`src/hdl/hpg_pkg.sv`:
```
`timescale 1ns / 1ps

package hpg_pkg;

   localparam int WALL_W  = 64;
   localparam int TIME_W  = 32;
   localparam int FREQ_W  = 32;
   localparam int LOAD_W  = 7;
   localparam int CNT_W   = 6;
   localparam int SECS_W  = 7;
   localparam int ACT_W   = 2;

   // dividend of both divisions: 100 * 32-bit busy time, or 7-bit load * 32-bit freq
   localparam int NUM_W     = 39;
   localparam int DEN_W     = 32;
   localparam int QUOT_W    = 7;
   localparam int DIV_STEPS = NUM_W;
   localparam int STEP_W    = $clog2(DIV_STEPS);

   localparam int APB_AW = 5;
   localparam int APB_DW = 32;

   localparam logic [NUM_W-1:0]  PCT_SCALE  = NUM_W'(100);
   localparam logic [LOAD_W-1:0] LOAD_MAX   = LOAD_W'(100);
   localparam logic [CNT_W-1:0]  CNT_SAT    = CNT_W'(63);
   localparam logic [CNT_W:0]    CNT_STEP   = (CNT_W+1)'(2);
   localparam logic [CNT_W:0]    REFILL_ADD = (CNT_W+1)'(5);

   localparam logic [6:0]  RST_LOAD_THR  = 7'd60;
   localparam logic [5:0]  RST_HIGH_CNT  = 6'd10;
   localparam logic [5:0]  RST_MAX_CNT   = 6'd20;
   localparam logic [31:0] RST_FREQ_LIM  = 32'd1000000;
   localparam logic [6:0]  RST_MIN_SECS  = 7'd1;

   typedef enum logic [2:0] {
      REG_LOAD_THR = 3'd0,
      REG_HIGH_CNT = 3'd1,
      REG_MAX_CNT  = 3'd2,
      REG_FREQ_LIM = 3'd3,
      REG_MIN_SECS = 3'd4
   } hpg_reg_type;

   typedef enum logic [ACT_W-1:0] {
      ACT_NONE    = 2'd0,
      ACT_ONLINE  = 2'd1,
      ACT_OFFLINE = 2'd2
   } hpg_action_type;

   typedef struct packed {
      logic              start;
      logic [NUM_W-1:0]  num;
      logic [DEN_W-1:0]  den;
   } hpg_div_req_type;

   typedef struct packed {
      logic              done;
      logic              big;
      logic [QUOT_W-1:0] quot;
   } hpg_div_rsp_type;

endpackage

```
`src/hdl/hpg_div.sv`:
```
`timescale 1ns / 1ps

// Bit-serial restoring divider: one dividend bit per cycle, MSB first.
// Only the low quotient bits are kept; big flags any higher set bit.
module hpg_div (
   input  logic                     clock,
   input  logic                     reset,
   input  hpg_pkg::hpg_div_req_type req,
   output hpg_pkg::hpg_div_rsp_type rsp
);

   logic [hpg_pkg::NUM_W-1:0]  nsh_ff, nsh_in;
   logic [hpg_pkg::DEN_W-1:0]  den_ff, den_in;
   logic [hpg_pkg::DEN_W-1:0]  rem_ff, rem_in;
   logic [hpg_pkg::QUOT_W-1:0] quot_ff, quot_in;
   logic                       big_ff, big_in;
   logic [hpg_pkg::STEP_W-1:0] step_ff, step_in;
   logic                       run_ff, run_in;
   logic                       done_ff, done_in;

   logic [hpg_pkg::DEN_W:0] trial;
   logic [hpg_pkg::DEN_W:0] diff;
   logic                    fits;

   always_comb begin
      trial = {rem_ff, nsh_ff[hpg_pkg::NUM_W-1]};
      diff  = trial - {1'b0, den_ff};
      fits  = (trial >= {1'b0, den_ff});

      nsh_in  = nsh_ff;
      den_in  = den_ff;
      rem_in  = rem_ff;
      quot_in = quot_ff;
      big_in  = big_ff;
      step_in = step_ff;
      run_in  = run_ff;
      done_in = 1'b0;

      if (req.start) begin
         nsh_in  = req.num;
         den_in  = req.den;
         rem_in  = '0;
         quot_in = '0;
         big_in  = 1'b0;
         step_in = '0;
         run_in  = 1'b1;
      end else if (run_ff) begin
         nsh_in  = {nsh_ff[hpg_pkg::NUM_W-2:0], 1'b0};
         rem_in  = fits ? diff[hpg_pkg::DEN_W-1:0] : trial[hpg_pkg::DEN_W-1:0];
         quot_in = {quot_ff[hpg_pkg::QUOT_W-2:0], fits};
         big_in  = big_ff | quot_ff[hpg_pkg::QUOT_W-1];
         step_in = step_ff + 1'b1;
         if (step_ff == hpg_pkg::STEP_W'(hpg_pkg::DIV_STEPS - 1)) begin
            run_in  = 1'b0;
            done_in = 1'b1;
         end
      end
   end

   always_ff @(posedge clock) begin
      if (reset) begin
         run_ff  <= 1'b0;
         done_ff <= 1'b0;
         step_ff <= '0;
      end else begin
         run_ff  <= run_in;
         done_ff <= done_in;
         step_ff <= step_in;
      end
      nsh_ff  <= nsh_in;
      den_ff  <= den_in;
      rem_ff  <= rem_in;
      quot_ff <= quot_in;
      big_ff  <= big_in;
   end

   assign rsp.done = done_ff;
   assign rsp.big  = big_ff;
   assign rsp.quot = quot_ff;

`ifndef SYNTHESIS
   a_start_runs : assert property (@(posedge clock) disable iff (reset)
      req.start |=> run_ff && !done_ff)
      else $error("divider did not start");
   a_done_once : assert property (@(posedge clock) disable iff (reset)
      done_ff |-> !run_ff && $past(run_ff))
      else $error("divider done without a run");
   a_rem_below : assert property (@(posedge clock) disable iff (reset)
      run_ff && !req.start |-> rem_ff < den_ff || den_ff == '0)
      else $error("divider remainder out of range");
`endif

endmodule

```
`src/hdl/core_hotplug_load_governor_unit.sv`:
```
`timescale 1ns / 1ps

// Channel  | valid      | stall      | payload
// ---------+------------+------------+--------------------------------------------
// request  | req_valid  | req_stall  | req_mode .. req_now_ticks (one sample word)
// response | rsp_valid  | rsp_stall  | rsp_load_percent, rsp_action, rsp_counter_level
// config   | psel/penable/pwrite, pready always high, byte address 4*index
//
// One sample word at a time. A suspend word goes from idle straight to ST_OUT, which raises
// rsp_valid; a load sample passes ST_PREP, ST_MUL1, ST_DIV1, ST_MUL2, ST_DIV2 and ST_DECIDE first.
// Each divide takes 39 divider steps; the input is freed once ST_OUT passes on the result.
// Zero wall time or idle above wall skips both divides; zero load or freq_top skips the second.
// Reset is synchronous; it restores the register defaults and clears all pair history.
// The result waits in the output register under rsp_stall; a new word is taken meanwhile.
module core_hotplug_load_governor_unit #(
   parameter int TICKS_PER_SECOND = 100
) (
   input  logic                           clock,
   input  logic                           reset,

   input  logic                           req_valid,
   output logic                           req_stall,
   input  logic                           req_mode,
   input  logic                           req_pair,
   input  logic [hpg_pkg::WALL_W-1:0]     req_wall_total,
   input  logic [hpg_pkg::WALL_W-1:0]     req_idle_total,
   input  logic [hpg_pkg::FREQ_W-1:0]     req_freq_now,
   input  logic [hpg_pkg::FREQ_W-1:0]     req_freq_top,
   input  logic                           req_partner_online,
   input  logic [hpg_pkg::FREQ_W-1:0]     req_partner_freq_min,
   input  logic [hpg_pkg::FREQ_W-1:0]     req_partner_freq_now,
   input  logic [hpg_pkg::TIME_W-1:0]     req_now_ticks,

   output logic                           rsp_valid,
   input  logic                           rsp_stall,
   output logic [hpg_pkg::LOAD_W-1:0]     rsp_load_percent,
   output logic [hpg_pkg::ACT_W-1:0]      rsp_action,
   output logic [hpg_pkg::CNT_W-1:0]      rsp_counter_level,

   input  logic                           psel,
   input  logic                           penable,
   input  logic                           pwrite,
   input  logic [hpg_pkg::APB_AW-1:0]     paddr,
   input  logic [hpg_pkg::APB_DW-1:0]     pwdata,
   output logic [hpg_pkg::APB_DW-1:0]     prdata,
   output logic                           pready
);

   localparam int TPS_W  = $clog2(TICKS_PER_SECOND + 1);
   localparam int HOLD_W = hpg_pkg::SECS_W + TPS_W;

   typedef enum logic [7:0] {
      ST_IDLE   = 8'b0000_0001,
      ST_PREP   = 8'b0000_0010,
      ST_MUL1   = 8'b0000_0100,
      ST_DIV1   = 8'b0000_1000,
      ST_MUL2   = 8'b0001_0000,
      ST_DIV2   = 8'b0010_0000,
      ST_DECIDE = 8'b0100_0000,
      ST_OUT    = 8'b1000_0000
   } state_type;

   state_type state_ff, state_in;

   // configuration
   logic [6:0]  load_thr_ff, load_thr_in;
   logic [5:0]  high_cnt_ff, high_cnt_in;
   logic [5:0]  max_cnt_ff, max_cnt_in;
   logic [31:0] freq_lim_ff, freq_lim_in;
   logic [6:0]  min_secs_ff, min_secs_in;
   logic        csr_wr;
   hpg_pkg::hpg_reg_type csr_idx;

   // per-pair history; only the low time bits feed the differences
   logic [hpg_pkg::TIME_W-1:0] last_wall_ff [2];
   logic [hpg_pkg::TIME_W-1:0] last_idle_ff [2];
   logic [hpg_pkg::CNT_W-1:0]  cnt_ff [2];
   logic [hpg_pkg::TIME_W-1:0] since_ff [2];

   // sample being worked
   logic                       pair_ff;
   logic [hpg_pkg::FREQ_W-1:0] fnow_ff, ftop_ff, pmin_ff, pcur_ff;
   logic                       pon_ff;
   logic [hpg_pkg::TIME_W-1:0] now_ff;
   logic [hpg_pkg::TIME_W-1:0] dw_ff, di_ff;
   logic [hpg_pkg::TIME_W-1:0] busy_ff;
   logic                       zero_ff;
   logic [hpg_pkg::TIME_W-1:0] deadline_ff;
   logic [hpg_pkg::FREQ_W-1:0] hold_ff;
   logic [hpg_pkg::NUM_W-1:0]  num_ff, num_in;
   logic                       start_ff, start_in;
   logic [hpg_pkg::LOAD_W-1:0] load_ff, load_in;

   logic [hpg_pkg::LOAD_W-1:0] res_load_ff, res_load_in;
   logic [hpg_pkg::ACT_W-1:0]  res_act_ff, res_act_in;
   logic [hpg_pkg::CNT_W-1:0]  res_cnt_ff, res_cnt_in;

   logic                       rsp_valid_ff, rsp_valid_in;
   logic [hpg_pkg::LOAD_W-1:0] rsp_load_ff;
   logic [hpg_pkg::ACT_W-1:0]  rsp_act_ff;
   logic [hpg_pkg::CNT_W-1:0]  rsp_cnt_ff;

   hpg_pkg::hpg_div_req_type div_req;
   hpg_pkg::hpg_div_rsp_type div_rsp;

   logic                       accept;
   logic                       out_free;
   logic [hpg_pkg::TIME_W:0]   busy_diff;
   logic [HOLD_W-1:0]          hold_ticks;
   logic [hpg_pkg::TIME_W-1:0] early_diff;
   logic                       high_load;
   logic [hpg_pkg::CNT_W-1:0]  cnt_cur, cnt_new;
   logic [hpg_pkg::CNT_W:0]    cnt_inc, refill;
   hpg_pkg::hpg_action_type    act_new;
   logic                       go_online;
   logic                       clamp_hit;

   assign accept    = req_valid && (state_ff == ST_IDLE);
   assign req_stall = (state_ff != ST_IDLE);
   assign out_free  = !rsp_valid_ff || !rsp_stall;

   // config port
   assign pready  = 1'b1;
   assign csr_idx = hpg_pkg::hpg_reg_type'(paddr[4:2]);
   assign csr_wr  = psel && penable && pwrite;

   always_comb begin
      load_thr_in = load_thr_ff;
      high_cnt_in = high_cnt_ff;
      max_cnt_in  = max_cnt_ff;
      freq_lim_in = freq_lim_ff;
      min_secs_in = min_secs_ff;
      prdata      = '0;
      case (csr_idx)
         hpg_pkg::REG_LOAD_THR: begin
            prdata = 32'(load_thr_ff);
            if (csr_wr) load_thr_in = pwdata[6:0];
         end
         hpg_pkg::REG_HIGH_CNT: begin
            prdata = 32'(high_cnt_ff);
            if (csr_wr) high_cnt_in = pwdata[5:0];
         end
         hpg_pkg::REG_MAX_CNT: begin
            prdata = 32'(max_cnt_ff);
            if (csr_wr) max_cnt_in = pwdata[5:0];
         end
         hpg_pkg::REG_FREQ_LIM: begin
            prdata = freq_lim_ff;
            if (csr_wr) freq_lim_in = pwdata;
         end
         hpg_pkg::REG_MIN_SECS: begin
            prdata = 32'(min_secs_ff);
            if (csr_wr) min_secs_in = pwdata[6:0];
         end
         default: prdata = '0;
      endcase
   end

   // datapath helpers
   assign busy_diff  = {1'b0, dw_ff} - {1'b0, di_ff};
   assign hold_ticks = HOLD_W'(min_secs_ff) * HOLD_W'(TICKS_PER_SECOND);
   assign early_diff = now_ff - deadline_ff;
   assign clamp_hit  = div_rsp.big || (div_rsp.quot > hpg_pkg::LOAD_MAX);

   // hysteresis decision
   always_comb begin
      cnt_cur    = cnt_ff[pair_ff];
      high_load  = (load_ff >= load_thr_ff);
      cnt_inc    = {1'b0, cnt_cur} + hpg_pkg::CNT_STEP;
      refill     = {1'b0, high_cnt_ff} + hpg_pkg::REFILL_ADD;
      cnt_new    = cnt_cur;
      act_new    = hpg_pkg::ACT_NONE;
      go_online  = 1'b0;
      if (high_load) begin
         if (cnt_cur < max_cnt_ff)
            cnt_new = cnt_inc[hpg_pkg::CNT_W] ? hpg_pkg::CNT_SAT : cnt_inc[hpg_pkg::CNT_W-1:0];
         if (!pon_ff && (cnt_new >= high_cnt_ff)) begin
            act_new   = hpg_pkg::ACT_ONLINE;
            go_online = 1'b1;
         end
      end else begin
         if (cnt_cur != '0)
            cnt_new = cnt_cur - 1'b1;
         if (pon_ff && (cnt_new < high_cnt_ff)) begin
            if (pcur_ff > hold_ff) begin
               // partner still runs fast: refill
               cnt_new = refill[hpg_pkg::CNT_W] ? hpg_pkg::CNT_SAT : refill[hpg_pkg::CNT_W-1:0];
            end else if (!early_diff[hpg_pkg::TIME_W-1]) begin
               act_new    = hpg_pkg::ACT_OFFLINE;
               cnt_new    = '0;
            end
         end
      end
   end

   always_comb begin
      state_in     = state_ff;
      num_in       = num_ff;
      start_in     = 1'b0;
      load_in      = load_ff;
      res_load_in  = res_load_ff;
      res_act_in   = res_act_ff;
      res_cnt_in   = res_cnt_ff;
      rsp_valid_in = rsp_valid_ff && rsp_stall;
      case (state_ff)
         ST_IDLE: begin
            if (accept) begin
               if (req_mode) begin
                  res_load_in = '0;
                  res_act_in  = hpg_pkg::ACT_NONE;
                  res_cnt_in  = '0;
                  state_in    = ST_OUT;
               end else begin
                  state_in = ST_PREP;
               end
            end
         end
         ST_PREP: state_in = ST_MUL1;
         ST_MUL1: begin
            if (zero_ff) begin
               load_in  = '0;
               state_in = ST_DECIDE;
            end else begin
               num_in   = hpg_pkg::NUM_W'(busy_ff) * hpg_pkg::PCT_SCALE;
               start_in = 1'b1;
               state_in = ST_DIV1;
            end
         end
         ST_DIV1: begin
            if (div_rsp.done) begin
               load_in  = div_rsp.quot;
               state_in = ST_MUL2;
            end
         end
         ST_MUL2: begin
            if ((ftop_ff == '0) || (load_ff == '0)) begin
               load_in  = '0;
               state_in = ST_DECIDE;
            end else begin
               num_in   = hpg_pkg::NUM_W'(load_ff) * hpg_pkg::NUM_W'(fnow_ff);
               start_in = 1'b1;
               state_in = ST_DIV2;
            end
         end
         ST_DIV2: begin
            if (div_rsp.done) begin
               load_in  = clamp_hit ? hpg_pkg::LOAD_MAX : div_rsp.quot;
               state_in = ST_DECIDE;
            end
         end
         ST_DECIDE: begin
            res_load_in = load_ff;
            res_act_in  = act_new;
            res_cnt_in  = cnt_new;
            state_in    = ST_OUT;
         end
         ST_OUT: begin
            if (out_free) begin
               rsp_valid_in = 1'b1;
               state_in     = ST_IDLE;
            end
         end
         default: state_in = ST_IDLE;
      endcase
   end

   assign div_req.start = start_ff;
   assign div_req.num   = num_ff;
   assign div_req.den   = (state_ff == ST_DIV2) ? ftop_ff : dw_ff;

   hpg_div u_div (
      .clock (clock),
      .reset (reset),
      .req   (div_req),
      .rsp   (div_rsp)
   );

   always_ff @(posedge clock) begin
      if (reset) begin
         state_ff        <= ST_IDLE;
         start_ff        <= 1'b0;
         rsp_valid_ff    <= 1'b0;
         load_thr_ff     <= hpg_pkg::RST_LOAD_THR;
         high_cnt_ff     <= hpg_pkg::RST_HIGH_CNT;
         max_cnt_ff      <= hpg_pkg::RST_MAX_CNT;
         freq_lim_ff     <= hpg_pkg::RST_FREQ_LIM;
         min_secs_ff     <= hpg_pkg::RST_MIN_SECS;
         last_wall_ff[0] <= '0;
         last_wall_ff[1] <= '0;
         last_idle_ff[0] <= '0;
         last_idle_ff[1] <= '0;
         cnt_ff[0]       <= '0;
         cnt_ff[1]       <= '0;
         since_ff[0]     <= '0;
         since_ff[1]     <= '0;
      end else begin
         state_ff     <= state_in;
         start_ff     <= start_in;
         rsp_valid_ff <= rsp_valid_in;
         load_thr_ff  <= load_thr_in;
         high_cnt_ff  <= high_cnt_in;
         max_cnt_ff   <= max_cnt_in;
         freq_lim_ff  <= freq_lim_in;
         min_secs_ff  <= min_secs_in;
         if (accept) begin
            if (req_mode) begin
               cnt_ff[0] <= '0;
               cnt_ff[1] <= '0;
            end else begin
               last_wall_ff[req_pair] <= req_wall_total[hpg_pkg::TIME_W-1:0];
               last_idle_ff[req_pair] <= req_idle_total[hpg_pkg::TIME_W-1:0];
            end
         end
         if (state_ff == ST_DECIDE) begin
            cnt_ff[pair_ff] <= cnt_new;
            if (go_online)
               since_ff[pair_ff] <= now_ff;
         end
      end

      if (accept) begin
         pair_ff <= req_pair;
         fnow_ff <= req_freq_now;
         ftop_ff <= req_freq_top;
         pon_ff  <= req_partner_online;
         pmin_ff <= req_partner_freq_min;
         pcur_ff <= req_partner_freq_now;
         now_ff  <= req_now_ticks;
         dw_ff   <= req_wall_total[hpg_pkg::TIME_W-1:0] - last_wall_ff[req_pair];
         di_ff   <= req_idle_total[hpg_pkg::TIME_W-1:0] - last_idle_ff[req_pair];
      end
      if (state_ff == ST_PREP) begin
         busy_ff     <= busy_diff[hpg_pkg::TIME_W-1:0];
         zero_ff     <= (dw_ff == '0) || busy_diff[hpg_pkg::TIME_W];
         deadline_ff <= since_ff[pair_ff] + hpg_pkg::TIME_W'(hold_ticks);
         hold_ff     <= (pmin_ff > freq_lim_ff) ? freq_lim_ff : pmin_ff;
      end
      num_ff      <= num_in;
      load_ff     <= load_in;
      res_load_ff <= res_load_in;
      res_act_ff  <= res_act_in;
      res_cnt_ff  <= res_cnt_in;
      if ((state_ff == ST_OUT) && out_free) begin
         rsp_load_ff <= res_load_ff;
         rsp_act_ff  <= res_act_ff;
         rsp_cnt_ff  <= res_cnt_ff;
      end
   end

   assign rsp_valid         = rsp_valid_ff;
   assign rsp_load_percent  = rsp_load_ff;
   assign rsp_action        = rsp_act_ff;
   assign rsp_counter_level = rsp_cnt_ff;

`ifndef SYNTHESIS
   a_busy_after_accept : assert property (@(posedge clock) disable iff (reset)
      (req_valid && !req_stall) |=> req_stall)
      else $error("took a second word while busy");
   a_load_range : assert property (@(posedge clock) disable iff (reset)
      rsp_valid |-> rsp_load_percent <= hpg_pkg::LOAD_MAX)
      else $error("load above 100");
   a_offline_clears : assert property (@(posedge clock) disable iff (reset)
      rsp_valid && rsp_action == hpg_pkg::ACT_OFFLINE |-> rsp_counter_level == '0)
      else $error("offline request left counter nonzero");
   a_action_code : assert property (@(posedge clock) disable iff (reset)
      rsp_valid |-> rsp_action == hpg_pkg::ACT_NONE || rsp_action == hpg_pkg::ACT_ONLINE
                    || rsp_action == hpg_pkg::ACT_OFFLINE)
      else $error("bad action code");
`endif

endmodule

```
`config.mk`:
```
export PLATFORM = sky130hd
export DESIGN_NAME = core_hotplug_load_governor_unit
export DESIGN_NICKNAME = d
export VERILOG_FILES = /design/src/hdl/hpg_pkg.sv /design/src/hdl/hpg_div.sv /design/src/hdl/core_hotplug_load_governor_unit.sv
export SDC_FILE = /design/constraint.sdc
export NUM_CORES = 2
export LEC_CHECK = 0
export BUFFER_PORTS_ARGS = -buffer_cell sky130_fd_sc_hd__buf_2
export CAP_MARGIN = 40
export CORE_UTILIZATION = 54
export DETAILED_ROUTE_END_ITERATION = 16
export PLACE_DENSITY = 0.84
export SYNTH_ARGS = -nofsm -noshare
export SYNTH_HDL_FRONTEND = slang
export SYNTH_SLANG_ARGS = --single-unit
```
`constraint.sdc`:
```
create_clock -name clock -period 22.8 [get_ports clock]
set_input_delay 2.28 -clock clock [delete_from_list [all_inputs] [get_ports clock]]
set_output_delay 2.28 -clock clock [all_outputs]
set_load 0.02 [all_outputs]
```
Word-level counts from Yosys, hierarchy flattened. Memories as Yosys holds them, arrays and structs flattened. A register that Yosys moved wholly into a read port is not among the register bits. Cells that the tools add are included.

$lt $le $gt $ge: 8. Mux-type cells: 91. Reductions and logical operators: 38. Multiply operators: 3. Add/sub/neg operators: 10. Eq/ne operators: 23. Bitwise logic cells: 4.

Operators with widths (count): two-way mux 32 bit (6); one-hot mux 32 bit (5 select lines) (1); two-way mux 39 bit (4); subtractor 32 bit (4); OR reduction 32 bit (3); two-way mux 6 bit (15); one-hot mux 39 bit (2 select lines) (1); greater-than comparator 32 bit (2); logical NOT 32 bit (2); one-hot mux 8 bit (8 select lines) (1); two-way mux 7 bit (9); two-way mux 8 bit (5); multiplier 7 x 32 -> 39 bit (1); two-way mux 1 bit (38); multiplier 32 x 5 -> 37 bit, second input constant (1); >= comparator 33 x 32 -> 1 bit (1); subtractor 32 x 32 -> 33 bit (1); adder 32 x 14 -> 32 bit (1); one-hot mux 7 bit (4 select lines) (1); inequality test 2 bit, second input constant (7); one-hot mux 7 bit (2 select lines) (1); < comparator 6 bit (2); multiplier 7 x 5 -> 12 bit, second input constant (1); two-way mux 2 bit (6); 41 further kinds (63).

Flip-flop bits (word level): 586. Memories: 4. Output and inout port bits: 50. Word-level logic and storage cells: 218. Memory bits (writable): 204.

Memories: last_idle_ff (depth 2, width 32, read ports 1, clocked after memory_dff 0, wr ports 2, line core_hotplug_load_governor_unit.sv:76) `logic [hpg_pkg::TIME_W-1:0] last_idle_ff [2];`; last_wall_ff (depth 2, width 32, read ports 1, clocked after memory_dff 0, wr ports 2, line core_hotplug_load_governor_unit.sv:75) `logic [hpg_pkg::TIME_W-1:0] last_wall_ff [2];`; since_ff (depth 2, width 32, read ports 1, clocked after memory_dff 1, wr ports 2, line core_hotplug_load_governor_unit.sv:78) `logic [hpg_pkg::TIME_W-1:0] since_ff [2];`; cnt_ff (depth 2, width 6, read ports 1, clocked after memory_dff 1, wr ports 2, line core_hotplug_load_governor_unit.sv:77) `logic [hpg_pkg::CNT_W-1:0] cnt_ff [2];`.

Depth between registers and ports, before layout.
Word-level depth: 14. Depth in mapped cells: 22. Gate-level depth less buffers: 20.

Cells and area by module. From an unflattened synthesis, not the netlist that was laid out.

Cell total of the unflattened synthesis: 4785. Area, all modules: 51946.1 um2.

By module, submodules not included: core_hotplug_load_governor_unit (seq. area each 19488.7 um2, area an instance 45045.7 um2, cells each 4116, times used 1); hpg_div (seq. area each 3093.0 um2, area an instance 6900.4 um2, cells each 669, times used 1).

Worst setup path before layout. OpenSTA, ideal clock, no wires.

Path type: register to register. Start: register state_ff[5]. End: register state_ff[0]. Buffers on the path: 0. Stages on the path, launching flop included: 6. Period minus slack after synthesis: 9.214 ns. Data arrival time: 9.075 ns. Library setup time: 0.140 ns. Slack: 13.586 ns. Cell sequence: dfxtp_1 -> nor4_1 -> nand2_1 -> nor3b_1 -> o41ai_1 -> a21boi_0.

Cells in the longest elaborated chain, start to end: 4. Elaborated cells between the ends (all ways): 15.

Ends and longest elaborated chain: start, declared (line core_hotplug_load_governor_unit.sv:63) `state_type state_ff, state_in;`; start signal, assigned (line core_hotplug_load_governor_unit.sv:297) `state_ff <= state_in;`; equality test 8 x 1 -> 1 bit (line core_hotplug_load_governor_unit.sv:118, core_hotplug_load_governor_unit.sv:205); logical AND 1 bit (line core_hotplug_load_governor_unit.sv:118) `assign accept = req_valid && (state_ff == ST_IDLE);`; inequality test 2 bit (no source line); AND reduction 4 bit (no source line).

Several ways; a longest one is shown, not always the timed one. A chain may end at the register's enable or synchronous reset.

Worst setup path after layout.
Start: register load_ff[3] in the netlist's numbering. End: register num_ff[38] in the netlist's numbering, data pin.

Cells in the longest elaborated chain, start to end: 3.

Ends and longest elaborated chain: start, declared (line core_hotplug_load_governor_unit.sv:92) `logic [hpg_pkg::LOAD_W-1:0] load_ff, load_in;`; start signal, assigned (line core_hotplug_load_governor_unit.sv:339) `load_ff <= load_in;`; multiplier 7 x 32 -> 39 bit (line core_hotplug_load_governor_unit.sv:240) `num_in = hpg_pkg::NUM_W'(load_ff) * hpg_pkg::NUM_W'(fnow_ff);`; two-way mux 39 bit (line core_hotplug_load_governor_unit.sv:236) `if ((ftop_ff == '0) || (load_ff == '0)) begin`; one-hot mux 39 bit (2 select lines) (line core_hotplug_load_governor_unit.sv:205) `case (state_ff)`; net num_in, one bit (line core_hotplug_load_governor_unit.sv:90) `logic [hpg_pkg::NUM_W-1:0] num_ff, num_in;`; end signal, assigned (line core_hotplug_load_governor_unit.sv:338) `num_ff <= num_in;`; end, declared (line core_hotplug_load_governor_unit.sv:90).

The timed path passes the listed nets, and every way through them passes these cells. The select of a mux whose other input is x is not followed.

==> impl_results.md <==
* # setup viols final at 0
* Die height at 309.7 µm
* RSZ-0062 raised after global routing: no
* Via count at 36270
* Post-synthesis sequential area ratio at 44.18%
* Main flop type after synthesis: edfxtp_1
* CP required at 23.21 ns
* Io pins at 385
* Final wirelength at 118700 µm
* Synth Register Bits at 791
* Hold Buf Count CTS at 0
* Leak pwr at 25.53 nW
* Final Hold Vio Count at 0
* Setup WS post-layout at 16.39 ns
* Vias/cell at 5.678
* Comb pwr share at 23.3%
* Max-slew violations at 0
* Synth cell types at 85
* # clock sinks at 791
* Sw Ratio at 29.89%
* Final Critical Period at 6.411 ns
* Syn Area/Cell at 10.80 µm²
* Fin Setup TNS at 0 ns
* Status: complete, no violations
* # nets final at 6013
* Buf/Inv on CP at 5
* Setup Crit Path Kind: flip-flop to flip-flop
* CTS H-tree depth at 3
* Residual DRC at 0
* Clk buf depth at 3
* Slowest-stage cell, CP: edfxtp_1
* Reg power frac at 42.3%
* Die outline area at 95900 µm²
* Post-CTS setup buffers at 0
* Post-place setup slack at 16.00 ns
* Clock-pin slew on the worst setup and hold paths at 0.06 ns
* Delay-heaviest family, CP: adder cells
* Global Route Usage Sum at 24.84%
* Worst Clk Skew at 0.02573 ns
* Synth cell count leaders: edfxtp_1, inv_1, ha_1
* CP Cell Sequence: buf_16 -> and2_1 -> fa_1 -> inv_1 -> fa_1 -> inv_1 -> fa_1 -> inv_1 -> fa_1 -> inv_1 -> ha_1 -> o21ai_0 -> o21ai_1 -> a211oi_1 -> o21ai_1 -> a41oi_1 -> a21oi_1 -> o21ai_1 -> o21ai_0 -> xnor2_1 -> mux2_2
* Worst-margin pin slew at 0.9065 ns
* Max VDD drop at 0.00006383 V
* Post-route insts no fill at 6387
* Period utilization at 28.12%
* Slew margin rel. at 39.41%
* GRT overflow at 0
* Final HPWL DP at 86880 µm
* Final core occ at 61.35%
* Clock Power Share at 34.4%
* Core region area at 93610 µm²
* Syn. warnings at 0
* Placed cells at 6215
* Num CTS Buffers at 87
* Root buf cell: clkbuf_16
* Initial Util at 54.61%
* Mapped Cells at 4733
* ANT nets after route at 0
* Internal at 2.933 mW
* Synth area leaders: edfxtp_1, ha_1, fa_1, dfxtp_1, and2_1
* Number of global-route vias before repair at 35820
* Top-area cell type share of the netlist area at 39.59%
* Cell with the most instances after synthesis: edfxtp_1
* Rows at 112
* Synth-to-layout area growth at 12.35%
* CTS tree: yes
* Asr flop ratio synth at 0%
* Fmax at 0.1560 GHz
* Critical path peak fanout at 29
* Initial DRC count at 2866
* P per Cell Area at 72.84 nW/µm²
* Post-CTS resize count at 0
* WHS at 0.4159 ns
* Initial antenna violation count at 14
* Clock Latency Late Sink at 0.68 ns
* Wire per inst at 18.59 µm
* Syn Std Cell Area at 51120 µm²
* Worst setup EP type: flip-flop
* Hold crit path type: flip-flop to flip-flop
* Crit path largest cell delay at 0.56 ns
* Share of layout cells above drive strength 1 at 13.03%
* GPL Wtd Cong at 0.9454
* Largest net degree at the start of global routing at 78
* Sw Pwr at 1.250 mW
* Global-route wire length before repair at 188800 µm
* Number of synthesized flops with an enable pin at 674
* Crit start category: flip-flop
* Arr. time, crit path at 6.82 ns
* Die X at 309.7 µm
* 1st-pass router iterations at 6
* Port Buffers at 317
* Largest area contributor in the netlist: edfxtp_1
* Max Cap Viol at 0
* Syn_nets at 5696
placed cells by master, fill, tap and decap left out, types with 67 or more instances in the layout:
cell type	n
nor2_1	256
a21o_1	128
a21oi_1	241
mux2i_1	125
ha_1	445
and3_1	123
clkbuf_16	89
o21ai_0	145
and2_1	324
buf_2	317
edfxtp_1	674
xnor2_1	140
nand2_1	372
dfxtp_1	114
mux2_2	93
xor2_1	67
fa_1	183
inv_1	522
state kept, by name (all words and copies together) (netlist names), 32 cells and up, named ones only:
signal / cells
pcur_ff: 32
di_ff: 32
u_div.nsh_ff: 39
last_idle_ff: 64
deadline_ff: 32
u_div.den_ff: 32
pmin_ff: 32
fnow_ff: 32
busy_ff: 32
last_wall_ff: 64
num_ff: 39
dw_ff: 32
since_ff: 64
ftop_ff: 32
freq_lim_ff: 32
hold_ff: 32
now_ff: 32
u_div.rem_ff: 32
path summary, 6_finish.rpt:
kind / to / slack (ns) / cells after the start / startpoint
max: num_ff[38] / 16.39 / 21 / load_ff[3]
min: rsp_counter_level[4] / 0.42 / 0 / res_cnt_ff[4]
max reg2reg: num_ff[38] / 16.39 / 21 / load_ff[3]
min reg2reg: rsp_counter_level[4] / 0.42 / 0 / res_cnt_ff[4]
per-layer routing:
layer	global-route usage [%]	wire length [µm]	share of wire, %
met4	9.061	3986	3.4
met1	34.14	51850	44
met3	3.600	7922	6.7
met5	0	0	0
met2	40.03	54980	46
stage by stage:
step	total power [mW]	instance area, µm²
after floorplan	2.488	51120
after global placement	2.714	54010
after detailed placement	2.750	54490
after CTS	4.197	57390
after global routing	4.374	57420
final	4.183	57430
layout make-up:
| type | count | area [µm²] |
|---|---|---|
| Fill cell | 7351 | 36180 |
| Multi-Input combinational cell | 3278 | 26060 |
| Sequential cell | 791 | 22590 |
| Clock buffer | 113 | 2367 |
| Timing Repair Buffer | 366 | 2283 |
| Inverter | 526 | 1982 |
| Tap cell | 1254 | 1569 |
| Clock inverter | 45 | 540.5 |
| Antenna cell | 14 | 35.03 |
power groups by stage:
stage | Clock, mW | Combinational [mW] | Sequential (mW)
finish | 1.44 | 0.973 | 1.77
CTS | 1.46 | 0.965 | 1.77
detailed placement | 0 | 0.952 | 1.80
floorplan | 0 | 0.710 | 1.78
global placement | 0 | 0.919 | 1.80
global route | 1.52 | 1.08 | 1.78
logic make-up (layout without fill, tap and decap cells):
group	after synthesis	in the layout	share of synthesized area [%]
multiplexers	218	218	4.496
flip-flops	791	791	44.18
XOR/XNOR	207	207	3.547
adder cells (fa/ha/maj)	628	628	18.06
buffers and inverters	664	1050	4.949
other	1	15	0.007336
AO/OA/AOI/OAI	851	851	11.13
AND/OR/NAND/NOR	1373	1373	13.64
Power figures use the tool's default switching activity.
